$ cat config.mk
export PLATFORM = sky130hd
export DESIGN_NAME = encoder_sliding_window_speed_meter
export DESIGN_NICKNAME = d
export VERILOG_FILES = /design/src/rtl/eswsm_pkg.sv /design/src/rtl/eswsm_ram.sv /design/src/rtl/eswsm_fifo.sv /design/src/rtl/encoder_sliding_window_speed_meter.sv
export SDC_FILE = /design/constraint.sdc
export NUM_CORES = 2
export LEC_CHECK = 0
export BUFFER_PORTS_ARGS = -buffer_cell sky130_fd_sc_hd__clkbuf_2
export CAP_MARGIN = 20
export CORE_MARGIN = 3
export CORE_UTILIZATION = 45
export CTS_CLUSTER_DIAMETER = 120
export DETAILED_ROUTE_END_ITERATION = 8
export GPL_ROUTABILITY_DRIVEN = 0
export PLACE_DENSITY = 0.57
export SYNTH_ARGS = -nofsm -noshare
export SYNTH_HDL_FRONTEND = slang
export SYNTH_HIERARCHICAL = 1
export SYNTH_SLANG_ARGS = --single-unit
$ cat constraint.sdc
create_clock -name clk -period 24 [get_ports clk]
set_input_delay 0 -clock clk [delete_from_list [all_inputs] [get_ports clk]]
set_output_delay 0 -clock clk [all_outputs]
set_load 0.01 [all_outputs]
$ cat src/rtl/eswsm_pkg.sv
// Shared types and constants for the encoder sliding-window speed meter.
`default_nettype none
package eswsm_pkg;

	localparam int CHANNELS    = 4;
	localparam int LOCKOUT_W   = 16;
	localparam int PERIOD_W    = 20;
	localparam int RPM_W       = 8;
	localparam int SPEED_W     = 16;
	localparam int AGE_W       = 16;
	localparam int CFG_DATA_W  = 20;
	localparam int CFG_INDEX_W = 2;

	localparam int FIFO_DEPTH  = 4;
	localparam int FIFO_PTR_W  = 2;
	localparam int FIFO_LVL_W  = 3;

	localparam logic [LOCKOUT_W-1:0] LOCKOUT_RESET = 16'd1000;
	localparam logic [PERIOD_W-1:0]  PERIOD_RESET  = 20'd1000000;
	localparam logic [RPM_W-1:0]     RPM_RESET     = 8'd10;
	localparam logic [AGE_W-1:0]     AGE_MAX       = 16'hFFFF;
	localparam logic [SPEED_W-1:0]   SPEED_MAX     = 16'hFFFF;

	typedef enum logic [CFG_INDEX_W-1:0] {
		CFG_LOCKOUT = 2'd0,
		CFG_PERIOD  = 2'd1,
		CFG_RPM     = 2'd2
	} cfg_index_t;

	typedef logic [CHANNELS-1:0][SPEED_W-1:0] result_t;

endpackage
`default_nettype wire

$ cat src/rtl/eswsm_ram.sv
// Generic single-write, single-read RAM with a registered read port.
`default_nettype none
module eswsm_ram #(
	parameter int WIDTH = 32,
	parameter int DEPTH = 4
) (
	input  wire logic                                 clk,
	input  wire logic                                 we,
	input  wire logic [(DEPTH > 1 ? $clog2(DEPTH) : 1)-1:0] waddr,
	input  wire logic [WIDTH-1:0]                     wdata,
	input  wire logic                                 re,
	input  wire logic [(DEPTH > 1 ? $clog2(DEPTH) : 1)-1:0] raddr,
	output logic      [WIDTH-1:0]                     rdata
);
	logic [WIDTH-1:0] mem_q [DEPTH];

	always_ff @(posedge clk) begin
		if (we) begin
			mem_q[waddr] <= wdata;
		end
		if (re) begin
			rdata <= mem_q[raddr];
		end
	end

endmodule
`default_nettype wire

$ cat src/rtl/eswsm_fifo.sv
// Result queue between the speed pipeline and the output channel.
`default_nettype none
module eswsm_fifo (
	input  wire logic                          clk,
	input  wire logic                          arst_n,
	input  wire logic                          push,
	input  wire eswsm_pkg::result_t            push_data,
	output logic [eswsm_pkg::FIFO_LVL_W-1:0]   level,
	output logic                               out_valid,
	input  wire logic                          out_stall,
	output eswsm_pkg::result_t                 out_data
);
	import eswsm_pkg::*;

	result_t               mem_q [FIFO_DEPTH];
	logic [FIFO_PTR_W-1:0] wr_q;
	logic [FIFO_PTR_W-1:0] rd_q;
	logic [FIFO_LVL_W-1:0] level_q;
	logic                  pop;

	assign out_valid = (level_q != '0);
	assign pop       = out_valid && !out_stall;
	assign out_data  = mem_q[rd_q];
	assign level     = level_q;

	always_ff @(posedge clk) begin
		if (push) begin
			mem_q[wr_q] <= push_data;
		end
	end

	always_ff @(posedge clk or negedge arst_n) begin
		if (!arst_n) begin
			wr_q    <= '0;
			rd_q    <= '0;
			level_q <= '0;
		end else begin
			if (push) begin
				wr_q <= wr_q + FIFO_PTR_W'(1);
			end
			if (pop) begin
				rd_q <= rd_q + FIFO_PTR_W'(1);
			end
			case ({push, pop})
				2'b10:   level_q <= level_q + FIFO_LVL_W'(1);
				2'b01:   level_q <= level_q - FIFO_LVL_W'(1);
				default: level_q <= level_q;
			endcase
		end
	end

	overflow_a: assert property (@(posedge clk) disable iff (!arst_n)
		push |-> (level_q < FIFO_LVL_W'(FIFO_DEPTH)) || pop)
		else $error("result queue overflow");

	underflow_a: assert property (@(posedge clk) disable iff (!arst_n)
		pop |-> !push || (level_q != '0))
		else $error("result queue underflow");

	level_step_a: assert property (@(posedge clk) disable iff (!arst_n)
		(push && !pop) |=> (level_q == $past(level_q) + FIFO_LVL_W'(1)))
		else $error("result queue level out of step");

endmodule
`default_nettype wire

$ cat src/rtl/encoder_sliding_window_speed_meter.sv
// Encoder speed meter: per-channel edge lockout, pulse counting and windowed rpm reports.
//
// Usage. Each transfer on the input channel (in_valid, in_stall, edge_mask) is one
// timebase tick; bit n of edge_mask flags a rising edge on encoder channel n. An edge is
// counted when at least lockout_ticks ticks have passed since that channel's last
// counted edge. Every report_period_ticks ticks one result transfer leaves on the output
// channel (out_valid, out_stall, speed_wheel_0..3): count gained over the last
// WINDOW_SLOTS reports times rpm_per_pulse, saturated at 65535.
// Throughput: one tick per cycle while in_stall is low, also when every tick reports.
// A report moves through rep_s1, rep_s2 and the result queue to out_valid. The window
// snapshots live in a RAM of WINDOW_SLOTS rows, one read and one write per report;
// back-to-back reports to the same row are forwarded.
// A stalled receiver holds the result; up to four results queue, and in_stall rises only
// when the queue plus the reports still in the pipeline could fill it.
// Reset clears counts, edge ages, the period counter and the slot pointer; per-row valid
// bits make the snapshot RAM read as zero until written. Registers load from cfg_we,
// cfg_index and cfg_data; the user must write them while the block is idle: not enforced.
`default_nettype none
module encoder_sliding_window_speed_meter #(
	parameter int WINDOW_SLOTS = 3,
	parameter int COUNT_WIDTH  = 32
) (
	input  wire logic                                 clk,
	input  wire logic                                 arst_n,
	input  wire logic                                 cfg_we,
	input  wire logic [eswsm_pkg::CFG_INDEX_W-1:0]    cfg_index,
	input  wire logic [eswsm_pkg::CFG_DATA_W-1:0]     cfg_data,
	input  wire logic                                 in_valid,
	output logic                                      in_stall,
	input  wire logic [eswsm_pkg::CHANNELS-1:0]       edge_mask,
	output logic                                      out_valid,
	input  wire logic                                 out_stall,
	output logic [eswsm_pkg::SPEED_W-1:0]             speed_wheel_0,
	output logic [eswsm_pkg::SPEED_W-1:0]             speed_wheel_1,
	output logic [eswsm_pkg::SPEED_W-1:0]             speed_wheel_2,
	output logic [eswsm_pkg::SPEED_W-1:0]             speed_wheel_3
);
	import eswsm_pkg::*;

	localparam int SLOT_W = (WINDOW_SLOTS > 1) ? $clog2(WINDOW_SLOTS) : 1;
	localparam int ROW_W  = CHANNELS * COUNT_WIDTH;
	localparam int PROD_W = COUNT_WIDTH + RPM_W;
	localparam logic [SLOT_W-1:0] LAST_SLOT = SLOT_W'(WINDOW_SLOTS - 1);

	// configuration
	logic [LOCKOUT_W-1:0] lockout_q;
	logic [PERIOD_W-1:0]  period_ticks_q;
	logic [RPM_W-1:0]     rpm_q;

	// tick state
	logic [COUNT_WIDTH-1:0] cnt_q [CHANNELS];
	logic [AGE_W-1:0]       age_q [CHANNELS];
	logic [COUNT_WIDTH-1:0] cnt_d [CHANNELS];
	logic [AGE_W-1:0]       age_d [CHANNELS];
	logic [ROW_W-1:0]       cnt_row_d;
	logic [PERIOD_W-1:0]    period_q;
	logic [PERIOD_W:0]      period_next;
	logic                   report;
	logic [SLOT_W-1:0]      slot_q;
	logic [WINDOW_SLOTS-1:0] slot_valid_q;
	logic                   in_xfer;
	logic                   rd_en;
	logic                   same_row;

	// stage 1: snapshot read returns
	logic                   rep_s1;
	logic [SLOT_W-1:0]      slot_s1;
	logic [ROW_W-1:0]       cnt_s1;
	logic                   fwd_s1;
	logic [ROW_W-1:0]       fwd_data_s1;
	logic                   vld_s1;
	logic [ROW_W-1:0]       ram_rdata;
	logic [ROW_W-1:0]       snap_row;

	// stage 2: multiply and saturate
	logic                   rep_s2;
	logic [COUNT_WIDTH-1:0] delta_s2 [CHANNELS];
	result_t                result_d;

	logic [FIFO_LVL_W-1:0]  fifo_level;
	result_t                out_data;
	logic [FIFO_LVL_W:0]    credit_need;

	// hold input while queued plus in-flight reports could fill the result queue
	assign credit_need = {1'b0, fifo_level} + (FIFO_LVL_W+1)'(rep_s1)
		+ (FIFO_LVL_W+1)'(rep_s2);
	assign in_stall = (credit_need >= (FIFO_LVL_W+1)'(FIFO_DEPTH));
	assign in_xfer  = in_valid && !in_stall;

	always_comb begin
		for (int c = 0; c < CHANNELS; c++) begin
			cnt_d[c] = cnt_q[c];
			age_d[c] = age_q[c];
			if (edge_mask[c] && (age_q[c] >= lockout_q)) begin
				cnt_d[c] = cnt_q[c] + COUNT_WIDTH'(1);
				age_d[c] = '0;
			end
			if (age_d[c] != AGE_MAX) begin
				age_d[c] = age_d[c] + AGE_W'(1);
			end
			cnt_row_d[c*COUNT_WIDTH +: COUNT_WIDTH] = cnt_d[c];
		end
	end

	assign period_next = {1'b0, period_q} + (PERIOD_W+1)'(1);
	assign report      = (period_next >= {1'b0, period_ticks_q});
	assign rd_en       = in_xfer && report;
	assign same_row    = rep_s1 && (slot_s1 == slot_q);

	always_ff @(posedge clk or negedge arst_n) begin
		if (!arst_n) begin
			lockout_q      <= LOCKOUT_RESET;
			period_ticks_q <= PERIOD_RESET;
			rpm_q          <= RPM_RESET;
		end else if (cfg_we) begin
			case (cfg_index)
				CFG_LOCKOUT: lockout_q      <= cfg_data[LOCKOUT_W-1:0];
				CFG_PERIOD:  period_ticks_q <= cfg_data[PERIOD_W-1:0];
				CFG_RPM:     rpm_q          <= cfg_data[RPM_W-1:0];
				default:     ;
			endcase
		end
	end

	always_ff @(posedge clk or negedge arst_n) begin
		if (!arst_n) begin
			for (int c = 0; c < CHANNELS; c++) begin
				cnt_q[c] <= '0;
				age_q[c] <= '0;
			end
			period_q     <= '0;
			slot_q       <= '0;
			slot_valid_q <= '0;
			rep_s1       <= 1'b0;
			rep_s2       <= 1'b0;
		end else begin
			if (in_xfer) begin
				for (int c = 0; c < CHANNELS; c++) begin
					cnt_q[c] <= cnt_d[c];
					age_q[c] <= age_d[c];
				end
				period_q <= report ? '0 : period_next[PERIOD_W-1:0];
				if (report) begin
					slot_q <= (slot_q == LAST_SLOT) ? '0 : slot_q + SLOT_W'(1);
				end
			end
			if (rep_s1) begin
				slot_valid_q[slot_s1] <= 1'b1;
			end
			rep_s1 <= rd_en;
			rep_s2 <= rep_s1;
		end
	end

	always_ff @(posedge clk) begin
		if (rd_en) begin
			slot_s1     <= slot_q;
			cnt_s1      <= cnt_row_d;
			fwd_s1      <= same_row;
			fwd_data_s1 <= cnt_s1;
			vld_s1      <= slot_valid_q[slot_q];
		end
	end

	eswsm_ram #(
		.WIDTH (ROW_W),
		.DEPTH (WINDOW_SLOTS)
	) u_ring (
		.clk   (clk),
		.we    (rep_s1),
		.waddr (slot_s1),
		.wdata (cnt_s1),
		.re    (rd_en),
		.raddr (slot_q),
		.rdata (ram_rdata)
	);

	// row written in the cycle of the read comes from the forward register
	always_comb begin
		if (fwd_s1) begin
			snap_row = fwd_data_s1;
		end else if (vld_s1) begin
			snap_row = ram_rdata;
		end else begin
			snap_row = '0;
		end
	end

	always_ff @(posedge clk) begin
		if (rep_s1) begin
			for (int c = 0; c < CHANNELS; c++) begin
				delta_s2[c] <= cnt_s1[c*COUNT_WIDTH +: COUNT_WIDTH]
					- snap_row[c*COUNT_WIDTH +: COUNT_WIDTH];
			end
		end
	end

	always_comb begin
		logic [PROD_W-1:0] prod;
		prod = '0;
		for (int c = 0; c < CHANNELS; c++) begin
			prod = PROD_W'(delta_s2[c]) * PROD_W'(rpm_q);
			result_d[c] = (prod > PROD_W'(SPEED_MAX)) ? SPEED_MAX : prod[SPEED_W-1:0];
		end
	end

	eswsm_fifo u_queue (
		.clk       (clk),
		.arst_n    (arst_n),
		.push      (rep_s2),
		.push_data (result_d),
		.level     (fifo_level),
		.out_valid (out_valid),
		.out_stall (out_stall),
		.out_data  (out_data)
	);

	assign speed_wheel_0 = out_data[0];
	assign speed_wheel_1 = out_data[1];
	assign speed_wheel_2 = out_data[2];
	assign speed_wheel_3 = out_data[3];

	slot_range_a: assert property (@(posedge clk) disable iff (!arst_n)
		slot_q <= LAST_SLOT)
		else $error("slot pointer out of range");

	fwd_single_slot_a: assert property (@(posedge clk) disable iff (!arst_n)
		(rep_s1 && fwd_s1) |-> (WINDOW_SLOTS == 1))
		else $error("snapshot row forwarded with more than one slot");

	report_flow_a: assert property (@(posedge clk) disable iff (!arst_n)
		rd_en |=> rep_s1 ##1 rep_s2)
		else $error("report lost in pipeline");

	no_stall_credit_a: assert property (@(posedge clk) disable iff (!arst_n)
		rep_s2 |-> (fifo_level < FIFO_LVL_W'(FIFO_DEPTH)))
		else $error("report reached a full result queue");

endmodule
`default_nettype wire

# Word level (Yosys, flattened, before mapping)

Memory sizes are Yosys's and may differ from the RTL's. A register that Yosys moved wholly into a read port is not among the register bits.
Cells that the tools add are included.

Add/sub/neg operators: 20
Reduce and logical (&&, ||, !) cells: 18
Bitwise operators: 1
Eq/ne operators: 10
$lt $le $gt $ge: 13
$mul: 4
Muxes and demuxes: 29

Operator list:

| operator                                                           | count |
|---|---|
| two-way mux 128 bit                                                | 2 |
| two-way mux 16 bit                                                 | 12 |
| greater-than comparator 40 x 16 -> 1 bit (second input constant)   | 4 |
| multiplier 32 x 8 -> 40 bit                                        | 4 |
| adder 32 x 1 -> 32 bit (second input constant)                     | 4 |
| two-way mux 32 bit                                                 | 4 |
| subtractor 32 bit                                                  | 4 |
| adder 16 x 1 -> 16 bit (second input constant)                     | 4 |
| greater-or-equal comparator 16 bit                                 | 4 |
| inequality test 16 bit (second input constant)                     | 4 |
| adder 20 x 1 -> 21 bit (second input constant)                     | 1 |
| greater-or-equal comparator 21 x 20 -> 1 bit                       | 1 |
| two-way mux 20 bit                                                 | 1 |
| logical AND 1 bit                                                  | 9 |
| AND reduction 2 bit                                                | 4 |
| adder 2 x 1 -> 2 bit (second input constant)                       | 3 |
| == test 2 bit (second input constant)                              | 3 |
| < comparator 2 x 3 -> 1 bit (second input constant)                | 2 |
| two-way mux 1 bit                                                  | 6 |
| case mux 3 bit (2 select lines)                                    | 1 |
| adder 3 x 1 -> 4 bit                                               | 1 |
| adder 4 x 1 -> 4 bit                                               | 1 |
| == test 2 x 1 -> 1 bit (second input constant)                     | 2 |
| greater-or-equal comparator 4 x 3 -> 1 bit (second input constant) | 1 |
| 12 further kinds                                                   | 13 |

Register bits: 530
RAM bits: 768
Memories kept: 3
Word-level logic and storage cells: 122

Memory list:

| memory        | depth | width | rd ports | clocked after memory_dff | wr ports | line                                     | RTL |
|---|---|---|---|---|---|---|---|
| u_ring.mem_q  | 3     | 128   | 1        | 1                        | 1        | eswsm_ram.sv:15                          | `logic [WIDTH-1:0] mem_q [DEPTH];` |
| u_queue.mem_q | 4     | 64    | 1        | 0                        | 1        | eswsm_fifo.sv:15                         | `result_t mem_q [FIFO_DEPTH];` |
| delta_s2      | 4     | 32    | 4        | 0                        | 4        | encoder_sliding_window_speed_meter.sv:77 | `logic [COUNT_WIDTH-1:0] delta_s2 [CHANNELS];` |

# Longest topological paths before layout

Word-level depth: 6
Gate-level depth with buffers: 25
Gate-level depth less buffers: 21

# By module

The synthesis kept the hierarchy.

Modules (own cells, without submodules):

| module                             | sequential area each (um^2) | area an instance (um^2) | instances | cells an instance |
|---|---|---|---|---|
| encoder_sliding_window_speed_meter | 18251.3                     | 68069.0                 | 1         | 7167 |
| eswsm_ram                          | 15374.7                     | 18196.2                 | 1         | 941 |
| eswsm_fifo                         | 7862.5                      | 9639.2                  | 1         | 371 |

# Worst setup path after synthesis

Ideal clock, no wire load.

Path type: register to register
Start: register rep_s1
End: memory u_ring/mem_q[0][0] (netlist bit) (enable)
Period minus slack after synthesis: 12.794 ns
Library setup time: 0.798 ns
Path slack: 11.206 ns
Stages on the path, launching flop included: 2
Buffers on the path: 0
Arrival time: 11.996 ns
Cells stage by stage: dfrtp_1 nor3b_1

Word-level cells in the longest chain between the ends: 2

RTL lines:

| element                                 | line                                      | RTL |
|---|---|---|
| start, declared                         | encoder_sliding_window_speed_meter.sv:66  | `logic rep_s1;` |
| start signal, assigned                  | encoder_sliding_window_speed_meter.sv:150 | `rep_s1 <= rd_en;` |
| two-way mux 1 bit                       | eswsm_ram.sv:18                           | `if (we) begin` |
| two-way mux 1 bit (not written as such) | eswsm_ram.sv:19                           | `mem_q[waddr] <= wdata;` |
| end, declared                           | eswsm_ram.sv:15                           |  |

Every way passes these cells.

==> key figures <==
Timing
  – Finish-stage setup viols: 0
  – Setup_tns: 0 ps
  – Slew headroom: 0.258
  – Final period util: 0.345
  – Pins Over Slew Limit: 0
  – F_max: 121 MHz
  – Crit path time final: 8270 ps
  – Final-report hold violation count: 0
  – Worst-Margin Slew: 1110 ps
  – RSZ-0062 raised after global routing: false
  – Skew final: 52.4 ps

Clock network
  – Clk sink count: 1426
  – CTS Buf Count: 158
  – CTS tree: done
  – Register clock-pin slew on the reported worst setup and hold paths: 60 ps
  – Post-cts resize count: 0
  – Clk buf depth: 3
  – H-tree Lvls: 4
  – Root buffer selected by CTS: clkbuf_16
  – Clk_lat worst skew: 820 ps

Layout
  – Multi-input gate area: 49600 µm²
  – Fin util: 0.497
  – Fillers: 18600
  – Ratio of cells with drive above 1 in the final layout: 0.0671
  – Final nets: 9731
  – Area growth syn-to-layout: 9.36%
  – FF+latch area: 41500 µm²

Synthesis
  – Simple-gate share of the synthesized area: 0.139
  – Flops & latches, synth: 1426
  – Netlist cell types: 95
  – Post-Syn Nets: 9698
  – Main combinational cell family by area after synthesis: adder cells
  – Mux contribution to synthesized area: 0.0348
  – Syn avg cell area: 11.3 µm²
  – Post-Synthesis Cells: 8479
  – Seq/Total Area, Yosys: 0.433
  – EDFF count, synth: 1156
  – Post-Synth Adder-Cell Area: 0.212
  – Synth Area in Compound Gates: 0.0884
  – Mapped Area: 95900 µm²
  – Top_reg_cell synth: edfxtp_1
  – YS warnings: 6
  – Asr flop ratio synth: 0.189
  – XOR/XNOR share of the synthesized area: 0.0429

Setup path
  – CP Capture Type: flop
  – Worst r2r path cells: 19
  – Crit path max fanout: 46
  – Critical Path RT: 24440 ps
  – Critical path type: flop to flop
  – Critical path origin: rpm_q[3]$_DFFE_PN1P_
  – Reg2reg setup slack: 15730 ps
  – R2r endpoint: u_queue/mem_q[2][17]$_DFFE_PP_
  – Critical Path AT: 8710 ps
  – RR Startpoint: rpm_q[3]$_DFFE_PN1P_
  – Critical path startpoint category: flop

Drt
  – Vias per cell: 5.43
  – Total wire length: 220000 µm
  – Post-route ant nets: 0
  – Iteration-0 DRC Markers: 4623
  – Drt drc: 0
  – 1st-pass router iterations: 6
  – Avg WL per Cell: 19.2 µm
  – Vias: 62200

Die
  – Initial Utilization: 0.455
  – Die Footprint: 219000 µm²
  – # IOs: 97
  – Core ar.: 211000 µm²
  – Die Y: 468 µm
  – Placement row count: 168
  – Die width: 468 µm

Global route
  – Largest net degree at the start of global routing: 201
  – Number of global-route vias before repair: 63500
  – Global-route wire length before repair: 356000 µm
  – Met3 Use GR: 0.0289
  – Grt ovf: 0
  – Met2 global-route usage: 0.303
  – Global Route met1 Usage: 0.317
  – Number of antenna violations at the first check in global routing: 9
  – GRT Total Usage: 0.204
  – Gr busiest metal: met1

Power and ir drop
  – Power per cell area: 132 nW/µm²
  – Max IR drop VDD: 0.140 mV
  – LEAKAGE: 42.4 nW

Hold path
  – HP Class: input port to flop
  – Hold Crit Depth: 4
  – HP Start: out_stall
  – Hold endpoint: u_queue/rd_q[1]$_DFFE_PN0P_

Place
  – Detailed Place HPWL: 153000 µm
  – PortBufs: 96

Job
  – Max-cap violations: 0

Status
  – Run status: finished clean
## per-stage QoR
| stage | total power, mW | cell area (µm²) | hold WS [ps] | cells | setup WS (ps) |
|---|---|---|---|---|---|
| floorplan | 9.43 | 95900 | -296 | 8479 | 11210 |
| global placement | 11.3 | 98900 | 52.2 | 11100 | 15810 |
| detailed placement | 11.4 | 98900 | 52.4 | 11100 | 15850 |
| CTS | 13.9 | 105000 | 0.832 | 11400 | 15780 |
| global route | 15.2 | 105000 | 60.4 | 11400 | 15220 |
| finish | 13.9 | 105000 | 80.6 | 11400 | 15730 |
## cell families after synthesis
group | after synthesis
xor+xnor | 470
buf+inv | 1213
simple gates | 2619
fa+ha+maj | 1188
mux | 249
flops | 1426
compound gates | 1314
## synth_stat cells (42+ instances only)
cell | number | area share
a21o_1 | 136 | 0.011
a21oi_1 | 281 | 0.015
a22oi_1 | 126 | 0.0099
and2_1 | 762 | 0.050
and3_1 | 78 | 0.0051
clkbuf_1 | 269 | 0.011
dfrtp_1 | 255 | 0.067
edfxtp_1 | 1156 | 0.36
fa_1 | 725 | 0.15
ha_1 | 463 | 0.060
inv_1 | 878 | 0.034
mux2i_1 | 146 | 0.015
mux4_2 | 64 | 0.015
nand2_1 | 773 | 0.030
nand2b_1 | 42 | 0.0027
nand3_1 | 191 | 0.010
nand4_1 | 87 | 0.0057
nor2_1 | 339 | 0.013
nor3_1 | 167 | 0.0087
o21a_1 | 63 | 0.0049
o21ai_0 | 238 | 0.012
o21ai_1 | 125 | 0.0065
xnor2_1 | 241 | 0.022
xor2_1 | 229 | 0.021
## sequential cells by signal (all words and copies together) (netlist names), 3 cells and up
| signal | count |
|---|---|
| u_ring/mem_q | 384 |
| u_queue/level | 3 |
| u_ring/rdata | 128 |
| fwd_data_s1 | 128 |
| cnt_s1 | 128 |
| u_queue/mem_q | 256 |
| slot_valid_q | 3 |
| lockout_q | 16 |
| delta_s2 | 128 |
| period_ticks_q | 20 |
| rpm_q | 8 |
| period_q | 20 |
| cnt_q | 128 |
| age_q | 64 |
## worst max-delay path by stage
stage,end,slack [ps]
after floorplan,u_ring/mem_q[0][0]$_DFFE_PP_,11210
after global placement,u_queue/mem_q[0][17]$_DFFE_PP_,15810
after detailed placement,u_queue/mem_q[0][20]$_DFFE_PP_,15850
after CTS,u_queue/mem_q[1][20]$_DFFE_PP_,15780
after global routing,u_queue/mem_q[3][19]$_DFFE_PP_,15220
final,u_queue/mem_q[2][17]$_DFFE_PP_,15730
## worst max-delay path, stage by stage, from the launching register on
cell	delay, ps
dfstp_4	930
buf_4	550
and2_1	240
fa_1	440
fa_1	470
fa_1	550
inv_1	50
fa_1	530
inv_1	40
ha_1	380
a21oi_1	320
o221ai_1	160
or4_1	400
a2111oi_0	470
o2111ai_1	190
a2111oi_0	290
nor4b_1	370
nand4_1	210
nor4_4	950
nand3_1	300
## layout make-up
| type | count | share of cell area |
|---|---|---|
| multi-input cells | 5840 | 0.473 |
| flip-flops and latches | 1426 | 0.396 |
| clock buffers | 207 | 0.0403 |
| well taps | 2805 | 0.0335 |
| inverters | 878 | 0.0315 |
| repair buffers | 208 | 0.0146 |
| clock inverters | 81 | 0.0110 |
| diodes | 2 | 0.0000477 |
## per-layer routing
layer  vias to the layer above  wire length (µm)  share of wire
met2                      1481             94600           0.43
met5                         -                 0              0
met3                       224             11600          0.053
met4                         0              3210          0.015
met1                     31200            110000           0.50
li1                      29300                 -              -
## what timing repair did
action / CTS / global route
setup buffers: 0 / 0
hold buffers: 53 / 0
setup endpoints to repair: 0 / 0
endpoints found under the hold margin: 253 / 0
## layout by cell type (no fill, tap or decap), types with 31 or more instances in the layout
cell	instances
edfxtp_1	1156
inv_1	877
nand2_1	772
and2_1	757
fa_1	725
ha_1	463
nor2_1	339
a21oi_1	281
dfrtp_1	244
xnor2_1	241
o21ai_0	238
xor2_1	229
nand3_1	191
nor3_1	166
clkbuf_16	158
mux2i_1	146
a21o_1	136
a22oi_1	126
o21ai_1	123
clkbuf_2	96
nand4_1	87
and3_1	78
mux4_2	64
o21a_1	63
buf_4	53
dlygate4sd3_1	52
nand2b_1	42
clkbuf_1	40
mux2_2	39
o21bai_1	37
a31oi_1	37
nor2b_1	35
nor4_1	35
o31ai_1	32
a211oi_1	31
## report_power, final
| part | internal [mW] | total [mW] | switching [mW] |
|---|---|---|---|
| Sequential | 2.80 | 2.99 | 0.185 |
| Combinational | 3.31 | 8.41 | 5.10 |
| Clock | 1.45 | 2.47 | 1.02 |
| Total | 7.56 | 13.9 | 6.31 |
Note: power is estimated with default switching activity, not from simulation.
